[src/sv/rhc_pkg.sv]
// shared types and constants of the rgb to hsl/hsv converter
package rhc_pkg;

   localparam int CHANNEL_BITS = 16;
   localparam int OUT_BITS = 12;
   localparam int QUO_BITS = 12;
   localparam int DVS_BITS = 18;
   localparam int DIVIDEND_BITS = 46;
   localparam int CELL_COUNT = QUO_BITS;

   localparam logic [1:0] MODE_HSL = 2'd0;
   localparam logic [1:0] MODE_HSV = 2'd1;

   // 255 * 16 * 2 and 60 / 2 * 16 * 2, doubled for round to nearest
   localparam logic [12:0] SCALE_X2 = 13'd8160;
   localparam logic [9:0] HUE_X2 = 10'd960;
   localparam logic [OUT_BITS-1:0] OUT_MAX = 12'd4095;

   typedef struct packed {
      logic [CHANNEL_BITS-1:0] red_in;
      logic [CHANNEL_BITS-1:0] green_in;
      logic [CHANNEL_BITS-1:0] blue_in;
   } req_type;

   typedef struct packed {
      logic [OUT_BITS-1:0] first_component;
      logic [OUT_BITS-1:0] second_component;
      logic [OUT_BITS-1:0] third_component;
   } rsp_type;

   // one restoring divider lane: partial remainder, dividend bits still to shift in
   typedef struct packed {
      logic [DVS_BITS-1:0] rem;
      logic [QUO_BITS-1:0] low;
      logic [QUO_BITS-1:0] quo;
      logic [DVS_BITS-1:0] dvs;
   } lane_type;

   typedef struct packed {
      logic                valid;
      logic                use_rgb;
      logic                grey;
      logic                hue_ovf;
      logic                sat_ovf;
      logic [OUT_BITS-1:0] c0;
      logic [OUT_BITS-1:0] c1;
      logic [OUT_BITS-1:0] c2;
   } side_type;

   typedef struct packed {
      side_type side;
      lane_type hue;
      lane_type sat;
   } stage_type;

endpackage

[src/sv/rhc_front.sv]
// front stages: min/max, hue sector, dividend and divisor setup, overflow check
module rhc_front (
   input  logic             clock,
   input  logic             reset,
   input  logic             advance,
   input  logic             in_valid,
   input  rhc_pkg::req_type in_data,
   input  logic [1:0]       mode,
   output rhc_pkg::stage_type out_stage
);

   typedef struct packed {
      logic        valid;
      logic [1:0]  mode;
      logic [15:0] r;
      logic [15:0] g;
      logic [15:0] b;
      logic [15:0] mx;
      logic [15:0] mn;
      logic [15:0] d;
   } s1_type;

   typedef struct packed {
      logic        valid;
      logic        use_rgb;
      logic        grey;
      logic [45:0] hx;
      logic [17:0] hy;
      logic [45:0] sx;
      logic [17:0] sy;
      logic [11:0] c0;
      logic [11:0] c1;
      logic [11:0] c2;
   } s2_type;

   s1_type s1_ff, s1_in;
   s2_type s2_ff, s2_in;
   rhc_pkg::stage_type s3_ff, s3_in;

   logic [15:0] mx, mn;
   logic [18:0] n;
   logic [16:0] sum, den;
   logic [28:0] r_sc, g_sc, b_sc, mx_sc;
   logic [29:0] sum_sc;
   logic [28:0] d_sc;
   logic        hovf, sovf;

   always_comb begin
      mx = in_data.red_in;
      mn = in_data.red_in;
      if (in_data.green_in > mx) mx = in_data.green_in;
      if (in_data.blue_in > mx) mx = in_data.blue_in;
      if (in_data.green_in < mn) mn = in_data.green_in;
      if (in_data.blue_in < mn) mn = in_data.blue_in;
      s1_in.valid = in_valid;
      s1_in.mode = mode;
      s1_in.r = in_data.red_in;
      s1_in.g = in_data.green_in;
      s1_in.b = in_data.blue_in;
      s1_in.mx = mx;
      s1_in.mn = mn;
      s1_in.d = mx - mn;
   end

   always_comb begin
      // hue in sixths of a turn times d, red checked first, then green
      if (s1_ff.mx == s1_ff.r) begin
         if (s1_ff.g >= s1_ff.b) n = 19'(s1_ff.g - s1_ff.b);
         else n = 19'(19'(s1_ff.d) * 19'd6 - 19'(s1_ff.b - s1_ff.g));
      end else if (s1_ff.mx == s1_ff.g) begin
         n = 19'(19'(s1_ff.d) * 19'd2 + 19'(s1_ff.b) - 19'(s1_ff.r));
      end else begin
         n = 19'(19'(s1_ff.d) * 19'd4 + 19'(s1_ff.r) - 19'(s1_ff.g));
      end
      sum = 17'(s1_ff.mx) + 17'(s1_ff.mn);
      den = (sum <= 17'd65536) ? sum : 17'(18'd131072 - 18'(sum));
      r_sc = 29'(29'(s1_ff.r) * 29'(rhc_pkg::SCALE_X2) + 29'd65536);
      g_sc = 29'(29'(s1_ff.g) * 29'(rhc_pkg::SCALE_X2) + 29'd65536);
      b_sc = 29'(29'(s1_ff.b) * 29'(rhc_pkg::SCALE_X2) + 29'd65536);
      mx_sc = 29'(29'(s1_ff.mx) * 29'(rhc_pkg::SCALE_X2) + 29'd65536);
      sum_sc = 30'(30'(sum) * 30'(rhc_pkg::SCALE_X2) + 30'd131072);
      d_sc = 29'(29'(s1_ff.d) * 29'(rhc_pkg::SCALE_X2));

      s2_in.valid = s1_ff.valid;
      s2_in.use_rgb = (s1_ff.mode != rhc_pkg::MODE_HSL) && (s1_ff.mode != rhc_pkg::MODE_HSV);
      s2_in.grey = (s1_ff.d == 16'd0);
      s2_in.hx = 46'(46'(n) * 46'(rhc_pkg::HUE_X2) + 46'(s1_ff.d));
      s2_in.hy = 18'({s1_ff.d, 1'b0});
      if (s1_ff.mode == rhc_pkg::MODE_HSL) begin
         s2_in.sx = 46'({d_sc, 16'd0}) + 46'(den);
         s2_in.sy = {den, 1'b0};
         s2_in.c2 = sum_sc[29:18];
      end else begin
         s2_in.sx = 46'(d_sc) + 46'(s1_ff.mx);
         s2_in.sy = 18'({s1_ff.mx, 1'b0});
         s2_in.c2 = mx_sc[28:17];
      end
      s2_in.c0 = r_sc[28:17];
      s2_in.c1 = g_sc[28:17];
      if (s2_in.use_rgb) s2_in.c2 = b_sc[28:17];
   end

   always_comb begin
      // quotient of 4096 or more saturates, else the upper bits start the remainder
      hovf = s2_ff.hx[45:12] >= 34'(s2_ff.hy);
      sovf = s2_ff.sx[45:12] >= 34'(s2_ff.sy);
      s3_in.side.valid = s2_ff.valid;
      s3_in.side.use_rgb = s2_ff.use_rgb;
      s3_in.side.grey = s2_ff.grey;
      s3_in.side.hue_ovf = hovf;
      s3_in.side.sat_ovf = sovf;
      s3_in.side.c0 = s2_ff.c0;
      s3_in.side.c1 = s2_ff.c1;
      s3_in.side.c2 = s2_ff.c2;
      s3_in.hue.rem = s2_ff.hx[29:12];
      s3_in.hue.low = s2_ff.hx[11:0];
      s3_in.hue.quo = '0;
      s3_in.hue.dvs = s2_ff.hy;
      s3_in.sat.rem = s2_ff.sx[29:12];
      s3_in.sat.low = s2_ff.sx[11:0];
      s3_in.sat.quo = '0;
      s3_in.sat.dvs = s2_ff.sy;
   end

   always_ff @(posedge clock) begin
      if (reset) begin
         s1_ff.valid <= 1'b0;
         s2_ff.valid <= 1'b0;
         s3_ff.side.valid <= 1'b0;
      end else if (advance) begin
         s1_ff <= s1_in;
         s2_ff <= s2_in;
         s3_ff <= s3_in;
      end
   end

   assign out_stage = s3_ff;

endmodule

[src/sv/rhc_cell.sv]
// one divider cell: a quotient bit for the hue lane and the saturation lane
module rhc_cell (
   input  logic               clock,
   input  logic               reset,
   input  logic               advance,
   input  rhc_pkg::stage_type in_stage,
   output rhc_pkg::stage_type out_stage
);

   rhc_pkg::stage_type stage_ff, stage_in;

   function automatic rhc_pkg::lane_type step(input rhc_pkg::lane_type l);
      rhc_pkg::lane_type o;
      logic [18:0] t;
      logic        ge;
      t = {l.rem, l.low[11]};
      ge = t >= {1'b0, l.dvs};
      o.rem = ge ? 18'(t - {1'b0, l.dvs}) : t[17:0];
      o.low = {l.low[10:0], 1'b0};
      o.quo = {l.quo[10:0], ge};
      o.dvs = l.dvs;
      return o;
   endfunction

   always_comb begin
      stage_in.side = in_stage.side;
      stage_in.hue = step(in_stage.hue);
      stage_in.sat = step(in_stage.sat);
   end

   always_ff @(posedge clock) begin
      if (reset) begin
         stage_ff.side.valid <= 1'b0;
      end else if (advance) begin
         stage_ff <= stage_in;
      end
   end

   assign out_stage = stage_ff;

endmodule

[src/sv/rgb_to_hsl_hsv_converter.sv]
// top level: mode register, front stages, divider cell chain and output register
// Converts one pixel per clock unless rsp_stall holds the pipeline. A transaction
// accepted on req_ passes 16 register stages to rsp_: three front stages (min/max,
// dividend setup, overflow check), twelve divider cells that each settle one quotient
// bit of hue and saturation, and the output register. The whole pipeline holds when a
// finished result is stalled, so req_stall follows rsp_stall while rsp_valid is high.
// The user writes color_mode via csr_ only while idle; the block does not enforce it.
module rgb_to_hsl_hsv_converter (
   input  logic             clock,
   input  logic             reset,
   input  logic             req_valid,
   output logic             req_stall,
   input  rhc_pkg::req_type req_data,
   output logic             rsp_valid,
   input  logic             rsp_stall,
   output rhc_pkg::rsp_type rsp_data,
   input  logic             csr_valid,
   output logic             csr_ready,
   input  logic [1:0]       csr_data
);

   logic [1:0] mode_ff, mode_in;
   logic       rsp_valid_ff, rsp_valid_in;
   rhc_pkg::rsp_type rsp_data_ff, rsp_data_in;
   logic       advance;

   rhc_pkg::stage_type chain [rhc_pkg::CELL_COUNT+1];
   rhc_pkg::stage_type last;

   assign advance = !rsp_valid_ff || !rsp_stall;
   assign req_stall = !advance;
   assign csr_ready = 1'b1;
   assign mode_in = (csr_valid && csr_ready) ? csr_data : mode_ff;

   rhc_front u_front (
      .clock    (clock),
      .reset    (reset),
      .advance  (advance),
      .in_valid (req_valid),
      .in_data  (req_data),
      .mode     (mode_ff),
      .out_stage(chain[0])
   );

   for (genvar i = 0; i < rhc_pkg::CELL_COUNT; i++) begin : g_cell
      rhc_cell u_cell (
         .clock    (clock),
         .reset    (reset),
         .advance  (advance),
         .in_stage (chain[i]),
         .out_stage(chain[i+1])
      );
   end

   assign last = chain[rhc_pkg::CELL_COUNT];

   always_comb begin
      rsp_valid_in = last.side.valid;
      if (last.side.use_rgb) begin
         rsp_data_in.first_component = last.side.c0;
         rsp_data_in.second_component = last.side.c1;
      end else if (last.side.grey) begin
         rsp_data_in.first_component = '0;
         rsp_data_in.second_component = '0;
      end else begin
         rsp_data_in.first_component = last.side.hue_ovf ? rhc_pkg::OUT_MAX : last.hue.quo;
         rsp_data_in.second_component = last.side.sat_ovf ? rhc_pkg::OUT_MAX : last.sat.quo;
      end
      rsp_data_in.third_component = last.side.c2;
   end

   always_ff @(posedge clock) begin
      if (reset) begin
         mode_ff <= rhc_pkg::MODE_HSL;
         rsp_valid_ff <= 1'b0;
      end else begin
         mode_ff <= mode_in;
         if (advance) begin
            rsp_valid_ff <= rsp_valid_in;
         end
      end
      if (advance) begin
         rsp_data_ff <= rsp_data_in;
      end
   end

   assign rsp_valid = rsp_valid_ff;
   assign rsp_data = rsp_data_ff;

   a_hold_input: assert property (@(posedge clock) disable iff (reset)
      rsp_valid && rsp_stall |-> req_stall)
      else $error("input taken while result stalled");

   a_enter_front: assert property (@(posedge clock) disable iff (reset)
      req_valid && !req_stall |=> u_front.s1_ff.valid)
      else $error("accepted transaction lost at front");

   a_third_range: assert property (@(posedge clock) disable iff (reset)
      rsp_valid |-> rsp_data.third_component <= 12'd4080)
      else $error("third component out of range");

endmodule
[config.mk]
export PLATFORM = sky130hd
export DESIGN_NAME = rgb_to_hsl_hsv_converter
export DESIGN_NICKNAME = d
export VERILOG_FILES = /design/src/sv/rhc_pkg.sv /design/src/sv/rhc_front.sv /design/src/sv/rhc_cell.sv /design/src/sv/rgb_to_hsl_hsv_converter.sv
export SDC_FILE = /design/constraint.sdc
export NUM_CORES = 2
export LEC_CHECK = 0
export CORE_MARGIN = 2
export CORE_UTILIZATION = 45
export CTS_BUF_LIST = sky130_fd_sc_hd__clkbuf_16
export DETAILED_ROUTE_END_ITERATION = 7
export DONT_BUFFER_PORTS = 1
export PLACE_DENSITY_LB_ADDON = 0.2
export SYNTH_ARGS = -nofsm -noshare
export SYNTH_HDL_FRONTEND = slang
export SYNTH_HIERARCHICAL = 1
export SYNTH_SLANG_ARGS = --single-unit
export TNS_END_PERCENT = 10
[constraint.sdc]
create_clock -name clock -period 54.3 [get_ports clock]
set_clock_uncertainty 0.2 [all_clocks]
set_input_delay 10.86 -clock clock [delete_from_list [all_inputs] [get_ports clock]]
set_output_delay 10.86 -clock clock [all_outputs]
set_load 0.005 [all_outputs]
== After elaboration in Yosys (flattened, before gate mapping) ==
Cells that the tools add are included.
Word-level totals
  bits in latches: 0
  bits in registers: 1988
  input bits: 55
  memories: 0
  output and inout bits: 39
  word-level logic and storage cells: 354
  RAM bits: 0
  bits in read-only memories: 0
Cells by class
  multipliers: 8
  magnitude comparators: 32
  bitwise operators: 1
  eq/ne operators: 3
  shift operators: 0
  mux-type cells: 37
  divide/modulo/power cells: 0
  $add $sub $neg: 40
  reductions and logical operators: 9
Operators by type and width (count)
  2-to-1 mux 18 bit: 22
  >= comparator 19 x 17 -> 1 bit: 12
  >= comparator 19 x 18 -> 1 bit: 12
  subtractor 18 x 17 -> 18 bit: 11
  subtractor 18 bit: 11
  multiplier 16 x 8 -> 24 bit, second input constant: 5
  adder 29 x 17 -> 29 bit, second input constant: 4
  2-to-1 mux 16 bit: 4
  2-to-1 mux 64 bit: 1
  adder 29 x 16 -> 30 bit: 2
  2-to-1 mux 19 bit: 3
  2-to-1 mux 12 bit: 4
  2-to-1 mux 24 bit: 2
  adder 45 x 17 -> 46 bit: 1
  subtractor 19 x 16 -> 19 bit: 2
  >= comparator 34 x 17 -> 1 bit: 1
  >= comparator 34 x 18 -> 1 bit: 1
  subtractor 16 x 16 -> 17 bit: 2
  equality test 16 bit: 2
  > comparator 16 bit: 2
  < comparator 16 bit: 2
  adder 30 x 18 -> 30 bit, second input constant: 1
  multiplier 17 x 8 -> 25 bit, second input constant: 1
  multiplier 19 x 4 -> 23 bit, second input constant: 1
  19 further kinds: 21

== Depth between registers and ports, before layout ==
  depth in word-level cells: 6
  mapped depth: 36
  depth with buffers taken out: 36

== Hierarchy ==
Netlist, hierarchy kept.
Modules (own cells, without submodules)
  rhc_cell (g_cell[3].u_cell ...): area an instance 7149.4 µm², sequential area each 4764.6 µm², cells each 473, times used 6
  rhc_front: area an instance 42876.1 µm², sequential area each 10720.3 µm², cells each 4118, times used 1
  rhc_cell (g_cell[0].u_cell ...): area an instance 7146.9 µm², sequential area each 4764.6 µm², cells each 494, times used 5
  rhc_cell (g_cell[5].u_cell): area an instance 7485.9 µm², sequential area each 4764.6 µm², cells each 538, times used 1
  rgb_to_hsl_hsv_converter: area an instance 1610.3 µm², sequential area each 1141.1 µm², cells each 129, times used 1

== Worst setup path before layout ==
Ideal clock, no wire load.
  path kind: input to register
  start: input port rsp_stall
  end: register u_front.s3_ff, in the netlist u_front/out_stage[100] (enable)
  slack: 25214 ps
  library setup time: 1128 ps
  data arrival time: 27759 ps
  stages: 2
  required time: 52972 ps
  buffers on the path: 0
  cell sequence: nand2_1 > nor2b_1
On the way
  longest elaborated chain between the ends: 3
RTL lines
  start, declared: line rgb_to_hsl_hsv_converter.sv:15  | input logic rsp_stall,
  logical NOT 1 bit: line rgb_to_hsl_hsv_converter.sv:30  | assign advance = !rsp_valid_ff || !rsp_stall;
  logical OR 1 bit: line rgb_to_hsl_hsv_converter.sv:30
  AND reduction 2 bit (no line)
  end signal, assigned: line rhc_front.sv:133  | s3_ff <= s3_in;
  end, declared: line rhc_front.sv:38  | rhc_pkg::stage_type s3_ff, s3_in;
Every way passes these cells.
A chain may end at the register's enable or synchronous reset.

== Worst setup path in the final report ==
  start: input port rsp_stall
  end: output port req_stall
On the way
  longest elaborated chain between the ends: 3
RTL lines
  logical NOT 1 bit: line rgb_to_hsl_hsv_converter.sv:30
  logical OR 1 bit: line rgb_to_hsl_hsv_converter.sv:30
  logical NOT 1 bit: line rgb_to_hsl_hsv_converter.sv:31  | assign req_stall = !advance;
  end, declared: line rgb_to_hsl_hsv_converter.sv:12  | output logic req_stall,
Every way passes these cells.

==> summary.txt <==
I/O pin count = 94
WHS = 0.152 ns
Period minus WS final = 22.42 ns
Final Max Tran Viols = 0
CTS tree = built
RSZ-0062 raised after global routing = no
initial antenna violation count = 3
CP Capture Type = output pin
Top Layer Used = met4
clk slew on worst S/H paths = 0.06 ns
Setup crit start kind = input port
Worst Path Arrival = 11.36 ns
total vias in the final route = 70818
critical path class = input port to output pin
CTS root buf = clkbuf_16
cell count after synthesis = 9509
TritonCTS Buffers = 207
Setup Buffers After CTS = 0
deepest clock path buffer count = 3
area growth from synthesis to layout = 9.48%
Initial Util = 45.3%
max_cap viols = 0
crit-path max cell delay = 0.35 ns
H-tree depth = 4
status = finished clean
total global routing overflow = 0
Worst EP required = 43.24 ns
post-cts repair resize count = 0
Die H = 518 um
hold path start = g_cell[0].u_cell/out_stage[148]
Crit-path slowest cell = nand2_4
Finished Layout Cells = 13347
setup slack on the worst flop-to-flop path = 45.30 ns
period utilization = 41.3%
Placer Congestion = 0.925
first-pass GRT wire length = 408000 um
Max transition margin = 28.7%
Avg WL per Cell = 19.3 um
DRC = 0
IO buf count = 0
Hold Buf Count CTS = 0
final wirelength = 258000 um
Post-Syn Area = 0.119 mm^2
Total GRT Usage = 19.2%
routed length on met3 = 9100 um
largest net degree at the start of global routing = 85
number of vias per cell = 5.31
Initial DRC Count = 4135
cell breakdown of the critical path = nand2_4, inv_1
core box area = 0.263 mm^2
M1 WL = 107000 um
# setup viols final = 0
CTS Sinks = 1969
worst slew pin tran = 1.07 ns
DR pass1 iterations = 6
setup_tns = 0 ns
YS warnings = 6
Mapped Avg Cell Area = 12.5 um^2
Crit path max-delay family = simple AND/OR/NAND/NOR gates
Final HPWL DP = 204000 um
Rows = 188
Final Hold Viols = 0
net count reported at finish = 11183
Skew-Pair Late Insertion Delay = 0.85 ns
Critical path origin = rsp_stall
Post-Place Cells = 12952
post-route ant nets = 0
fin util = 49.6%
ratio of cells with drive above 1 in the final layout = 8.84%
Fmax = 0.0446 GHz
CP Buf/Inv Count = 1
worst min path class = flip-flop to flip-flop
wire length on met2 = 130000 um
FF-to-FF Start = u_front/s1_ff[49]
Worst Path Max Fanout = 25
DIE AREA = 0.268 mm^2
vias in the first global route = 73845
Die Width = 518 um
# fillers = 22742
## metrics by stage
| step | instance area (um^2) | setup slack [ns] |
|---|---|---|
| after floorplan | 119000 | 25.21 |
| after global placement | 123000 | 31.83 |
| after detailed placement | 123000 | 31.81 |
| after CTS | 130000 | 31.81 |
| after global routing | 130000 | 31.82 |
| final | 130000 | 31.88 |
## final cells by class
class | count | area, um^2 | area share [%]
repair buffers | 72 | 541 | 0.416
clock buffers | 215 | 5380 | 4.14
clock inverters | 176 | 1790 | 1.38
diodes | 4 | 10.0 | 0.00769
multi-input cells | 6053 | 54000 | 41.5
inverters | 1343 | 5040 | 3.88
well taps | 3515 | 4400 | 3.38
flip-flops and latches | 1969 | 58900 | 45.3
## flip-flops by register name (all words and copies together), names as in the netlist
signal,cells
rsp_data,36
mode_ff,2
g_cell.u_cell/out_stage,1572
rsp_valid,1
u_front/out_stage,123
u_front/s1_ff,99
u_front/s2_ff,136
## final timing paths
path / endpoint / cells past startpoint
worst max-delay path: req_stall / 2
worst max register to register: u_front/s2_ff[146] / 31
worst min-delay path: g_cell[1].u_cell/out_stage[148] / 0
worst min register to register: g_cell[1].u_cell/out_stage[148] / 0
## placed cells by master, fill, tap and decap left out, types with 188 or more instances in the layout
| master | instances |
|---|---|
| xnor2_1 | 383 |
| o21ai_0 | 314 |
| fa_1 | 510 |
| a21oi_1 | 490 |
| mux2_2 | 188 |
| ha_1 | 972 |
| a21o_1 | 206 |
| xor2_1 | 228 |
| inv_1 | 1367 |
| nor2_1 | 405 |
| edfxtp_1 | 1951 |
| clkbuf_16 | 215 |
| nand2_1 | 439 |
## per-layer routing
metal  track usage [%]  vias up
met5                 0        -
li1                  -    34489
met4              8.01        0
met2              34.2     1441
met3              2.52      518
met1              23.3    34370
Power is left out: the tool's default activity adds up to more than one toggle a clock period on the data nets, which glitch-free logic cannot reach.
